--- src/hw/rtl/assert_macros.svh ---
// Assertion helper macros shared by the RTL modules.
// Every property is sampled on the rising edge of clk and is ignored while rst is high.
`ifndef ASSERT_MACROS_SVH
`define ASSERT_MACROS_SVH

// Checks a clocked property and reports a failure with the given message.
`define ASSERT_CLK(label, prop, msg) \
  label: assert property (@(posedge clk) disable iff (rst) (prop)) else $error(msg);

// Checks that a condition never holds at a clock edge.
`define ASSERT_NEVER(label, cond, msg) \
  `ASSERT_CLK(label, !(cond), msg)

`endif

--- src/hw/rtl/htwt_pkg.sv ---
// Shared types and constants for the word-triple name generator.
// Used by the controller, the datapath and the top level; depends on nothing else.
package htwt_pkg;

  // Letter coding of a packed dictionary word.
  localparam int LETTER_BITS  = 5;
  localparam int CODE_BITS    = 60;
  localparam int INDEX_BITS   = 16;
  localparam int SHASH_BITS   = 48;
  // Wide enough to count up to the largest supported word length (12).
  localparam int LETTER_IDX_W = 4;
  // The hash is divided one 16-bit digit at a time.
  localparam int DIGIT_BITS   = 16;

  // Characters of the output name.
  localparam logic [7:0] CHAR_A     = 8'h61;
  localparam logic [7:0] CHAR_UNDER = 8'h5F;

  // Item kinds carried on the input tuser bit.
  localparam logic FUNC_LOAD = 1'b0;
  localparam logic FUNC_NAME = 1'b1;

  // Index of the last of the three words.
  localparam logic [1:0] LAST_WORD = 2'd2;

  typedef enum logic [2:0] {
    ST_IDLE,
    ST_MUL,
    ST_DIV,
    ST_READ,
    ST_SEP,
    ST_LET
  } state_t;

  // Commands from the controller to the datapath.
  typedef struct packed {
    logic                    load;
    logic                    start;
    logic                    div_mul;
    logic                    div_step;
    logic                    clr_rem;
    logic                    rd;
    logic                    emit_sep;
    logic                    emit_letter;
    logic                    last;
    logic [LETTER_IDX_W-1:0] letter_idx;
  } cmd_t;

  // Status from the datapath to the controller.
  typedef struct packed {
    logic letter_zero;
    logic next_zero;
    logic out_free;
  } status_t;

endpackage

--- src/hw/rtl/htwt_ctrl.sv ---
// Controller of the word-triple name generator: sequences the division, the
// dictionary reads and the character output. Depends on htwt_pkg and assert_macros.svh.
`include "assert_macros.svh"

module htwt_ctrl import htwt_pkg::*; #(
  parameter int WORD_LETTERS = 12,
  parameter int HASH_BITS    = 48
) (
  input  logic    clk,
  input  logic    rst,
  input  logic    s_tvalid,
  output logic    s_tready,
  input  logic    s_tuser,
  output cmd_t    cmd,
  input  status_t sts
);

  localparam int CHUNKS = (HASH_BITS + DIGIT_BITS - 1) / DIGIT_BITS;
  localparam int BC_W   = (CHUNKS > 1) ? $clog2(CHUNKS) : 1;

  state_t                  state, state_next;
  logic [BC_W-1:0]         bit_cnt, bit_cnt_next;
  logic [1:0]              word, word_next;
  logic [LETTER_IDX_W-1:0] letter_idx, letter_idx_next;
  logic                    word_end;

  // State and counter registers.
  always_ff @(posedge clk) begin
    if (rst) begin
      state      <= ST_IDLE;
      bit_cnt    <= '0;
      word       <= '0;
      letter_idx <= '0;
    end else begin
      state      <= state_next;
      bit_cnt    <= bit_cnt_next;
      word       <= word_next;
      letter_idx <= letter_idx_next;
    end
  end

  // A word ends at its first zero group or after its last letter.
  assign word_end = sts.letter_zero || (letter_idx == LETTER_IDX_W'(WORD_LETTERS));

  // Next state and commands.
  always_comb begin
    state_next      = state;
    bit_cnt_next    = bit_cnt;
    word_next       = word;
    letter_idx_next = letter_idx;
    s_tready        = 1'b0;
    cmd             = '0;
    cmd.letter_idx  = letter_idx;

    case (state)
      ST_IDLE: begin
        s_tready = 1'b1;
        if (s_tvalid) begin
          if (s_tuser == FUNC_NAME) begin
            cmd.start       = 1'b1;
            bit_cnt_next    = '0;
            word_next       = '0;
            letter_idx_next = '0;
            state_next      = ST_MUL;
          end else begin
            cmd.load = 1'b1;
          end
        end
      end

      // Each digit passes through a multiply state and then a correction state.
      ST_MUL: begin
        cmd.div_mul = 1'b1;
        state_next  = ST_DIV;
      end

      ST_DIV: begin
        cmd.div_step = 1'b1;
        bit_cnt_next = bit_cnt + BC_W'(1);
        if (bit_cnt == BC_W'(CHUNKS - 1)) begin
          state_next = ST_READ;
        end else begin
          state_next = ST_MUL;
        end
      end

      ST_READ: begin
        cmd.rd          = 1'b1;
        letter_idx_next = '0;
        state_next      = (word == 2'd0) ? ST_LET : ST_SEP;
      end

      // The separator ends the name when the third word is empty.
      ST_SEP: begin
        if (sts.out_free) begin
          cmd.emit_sep = 1'b1;
          cmd.last     = (word == LAST_WORD) && sts.letter_zero;
          state_next   = ST_LET;
        end
      end

      ST_LET: begin
        if (word_end) begin
          if (word == LAST_WORD) begin
            state_next = ST_IDLE;
          end else begin
            word_next    = word + 2'd1;
            bit_cnt_next = '0;
            cmd.clr_rem  = 1'b1;
            state_next   = ST_MUL;
          end
        end else if (sts.out_free) begin
          cmd.emit_letter = 1'b1;
          cmd.last        = (word == LAST_WORD) && sts.next_zero;
          letter_idx_next = letter_idx + LETTER_IDX_W'(1);
        end
      end

      default: begin
        state_next = ST_IDLE;
      end
    endcase
  end

  // Only three words make up a name.
  `ASSERT_NEVER(a_word_range, word == 2'd3, "word counter beyond the third word")

endmodule

--- config.mk ---
export PLATFORM = sky130hd
export DESIGN_NAME = htwt_ctrl
export DESIGN_NICKNAME = d
export VERILOG_FILES = /design/src/hw/rtl/htwt_pkg.sv /design/src/hw/rtl/htwt_ctrl.sv
export VERILOG_INCLUDE_DIRS = /design/src /design/src/hw/rtl
export SDC_FILE = /design/constraint.sdc
export NUM_CORES = 1
export LEC_CHECK = 0
export ABC_AREA = 0
export BUFFER_PORTS_ARGS = -buffer_cell sky130_fd_sc_hd__buf_2
export CAP_MARGIN = 20
export CORE_MARGIN = 1.5
export CORE_UTILIZATION = 54
export CTS_BUF_LIST = sky130_fd_sc_hd__clkbuf_8
export DETAILED_ROUTE_END_ITERATION = 10
export PLACE_DENSITY = 0.79
export SYNTH_ARGS = -nofsm -noshare
export SYNTH_HDL_FRONTEND = slang
export SYNTH_SLANG_ARGS = --single-unit
--- constraint.sdc ---
create_clock -name clk -period 4.6 [get_ports clk]
set_input_delay 0.46 -clock clk [delete_from_list [all_inputs] [get_ports clk]]
set_output_delay 0.46 -clock clk [all_outputs]
set_load 0.05 [all_outputs]
==> results.cfg <==
[job]
maxCapViolations = 0

[status]
status = completed

[worst_setup_path]
critPathCapture = cmd[4]
arrival_ns = 1.92
critPathLaunch = letter_idx[0]
crit_type = reg -> out
path_cells = inv_1 > ha_1 > a31oi_2 > a31oi_1 > nor4b_1 > buf_2
reg2reg_from = letter_idx[0]
worstSetupPathDepth = 6
rr_endpoint = letter_idx[2]
worstPathRequired_ns = 4.14
crit_path_max_fanout = 6
r2r_slack_ns = 2.92
end_kind = primary output
reg2reg_depth = 7
crit_buf_inv = 2
critPathMaxStageDelay_ns = 0.41
cp-start-kind = flop
slowest_stage = dfxtp_1
crit_family = flip-flops

[synthesis]
postSynthAreaPerCell_um2 = 8.23
synth-async-reset-ratio_pct = 0
synth_top_area_share_pct = 29.7
netlist_top_cells_count = 11 x dfxtp_1, 8 x a21oi_1, 7 x inv_1, 7 x nand3_1, 6 x nand2_1
synth_edf_count = 0
syn_nets = 102
postSynthCellCount = 90
ys_seq_area_share_pct = 29.7
synthTopCellsByArea = dfxtp_1 30%, ha_1 8.4%, a21oi_1 5.4%, nand3_1 4.7%, nor4b_1 4.7%
syn-cell-area_um2 = 741
synth.distinct_cells = 34
yosys_register_bits = 11
ys_warn_count = 0
synth_top_area_cell = dfxtp_1
synth_most_common_cell = dfxtp_1
synth-main-ff-cell = dfxtp_1

[grt]
antenna_found_initial = 0
grt_pass1_vias = 550
grt_usage_pct = 22.5
grt_max_degree = 17
grt_pass1_wl_um = 2370
grt-ovfl-total = 0

[layout]
antenna_cells = 0
syn2layout_area_growth_pct = 18.8
fillCellCount = 107
nets = 123
multi_input_area_um2 = 457
fin_util_pct = 68.5
seq_area_um2 = 220
layout-drive-gt1-share_pct = 30.0

[timing]
tightest_slew_ns = 0.464
rsz0062_at_grt = no
drv_slew = 0
finalWorstSetupSlack_ns = 2.22
hold_viol = 0
setup_viol = 0
relSlewSlack_pct = 69.0
period_share_pct = 51.8
clock.fmax_mhz = 420
skew_ns = 0.00150
period_minus_slack_ns = 2.38
setup-tns-final_ns = 0

[die]
core_mm2 = 0.00128
fp-row-count = 13
die_y_um = 40.0
die_w_um = 40.0
io-pin-count = 21
dieArea_mm2 = 0.00160
initial_core_util_pct = 57.6

[cts]
clock-sinks = 11
root_buffer = clkbuf_8
cts_buffer_depth = 2
post_cts_resized = 0
tritoncts = yes
hold_buffers = 0
postCtsSetupBuffers = 0
insertion_delay_ns = 0.24
htreeDepth = 1
clk_pin_slew_ns = 0.05
cts_inserted_buffers = 3

[route]
routed_wl_um = 1540
wire_per_inst_um = 12.3
drt_iter0_markers = 39
ant_nets = 0
firstDrtPassIters = 5
via_per_inst = 5.75
route.vias.total = 719
drc = 0

[power_and_ir_drop]
clockPowerShare_pct = 41.7
combPwrFrac_pct = 14.6
switching_share_pct = 27.6
cellPowerDensity_mw_per_mm2 = 261
power_mw = 0.229
p_int_mw = 0.166
p_leak_nw = 0.405
seqPwrFrac_pct = 43.8
p_sw_mw = 0.0632
ir_drop_mv = 0.181

[placed_design]
io_buffers = 20
gp_congestion = 0.718
dp_hpwl_um = 1120
dp_slack_ns = 2.49

[hold_path]
holdCritPathClass = reg -> reg
[per-layer routing]
metal  wire (um)  vias up  part of all wire (%)  track usage (%)
li1            -      367                     -                -
met1         742      327                    48             31.0
met4          24        0                   1.6             10.3
met3         109        4                   7.1             5.00
met5           0        -                     0                0
met2         666       21                    43             33.1
[layout make-up]
| cell class | instances | area share (%) |
|---|---|---|
| Multi-Input combinational cell | 66 | 51.9 |
| Tap cell | 15 | 2.13 |
| Clock inverter | 1 | 0.427 |
| Sequential cell | 11 | 25.0 |
| Inverter | 9 | 4.41 |
| Clock buffer | 3 | 4.69 |
| Timing Repair Buffer | 20 | 11.4 |
[worst register-to-register path: cells and delay by family (launching register included)]
kind / cells / cell delay, ns
flip-flops: 1 / 0.41
adder cells (fa/ha/maj): 1 / 0.22
AND/OR/NAND/NOR: 2 / 0.20
AO/OA/AOI/OAI: 2 / 0.56
buffers and inverters: 2 / 0.17
[layout by cell type (no fill, tap or decap), types with 3 or more instances in the layout]
cell and n:
a21oi_1 8, buf_2 20, clkbuf_8 3, dfxtp_1 11, ha_1 5, inv_1 8
nand2_1 6, nand3_1 7, nand3b_1 3, nor2_1 4, nor3_1 3, nor4b_1 4
[registers in the layout, summed over array words and instances (netlist names)]
name / count
bit_cnt: 2
letter_idx: 4
word: 2
state: 3
[how the worst min path moves through the flow]
stage,startpoint,slack (ns),end,depth (start not counted)
2_1_floorplan,bit_cnt[1],0.45,bit_cnt[1],2
3_3_place_gp,word[0],0.46,word[0],2
3_5_place_dp,word[0],0.47,word[0],2
4_1_cts,bit_cnt[1],0.48,bit_cnt[1],2
5_1_grt,word[0],0.50,word[0],2
6_report,word[0],0.47,word[0],2
[power by group through the flow]
stage	clock network, mW	registers [mW]	logic, mW
after floorplan	0	0.0997	0.0269
final	0.0955	0.100	0.0334
after detailed placement	0	0.102	0.0331
after global routing	0.102	0.101	0.0360
after global placement	0	0.102	0.0330
after CTS	0.0980	0.100	0.0333
[cell families after synthesis]
logic type / after synthesis / share of synthesized area (%)
AO/OA/AOI/OAI: 21 / 19.8
adder cells (fa/ha/maj): 5 / 8.45
buffers and inverters: 13 / 8.61
flip-flops: 11 / 29.7
AND/OR/NAND/NOR: 40 / 33.4
[through the flow]
stage,hold slack (ns),std cells,instance area (um2)
finish,0.474,125,880
global route,0.501,125,880
CTS,0.476,125,880
detailed placement,0.469,121,835
global placement,0.460,121,835
floorplan,0.452,90,741
Power figures use the tool's default switching activity.
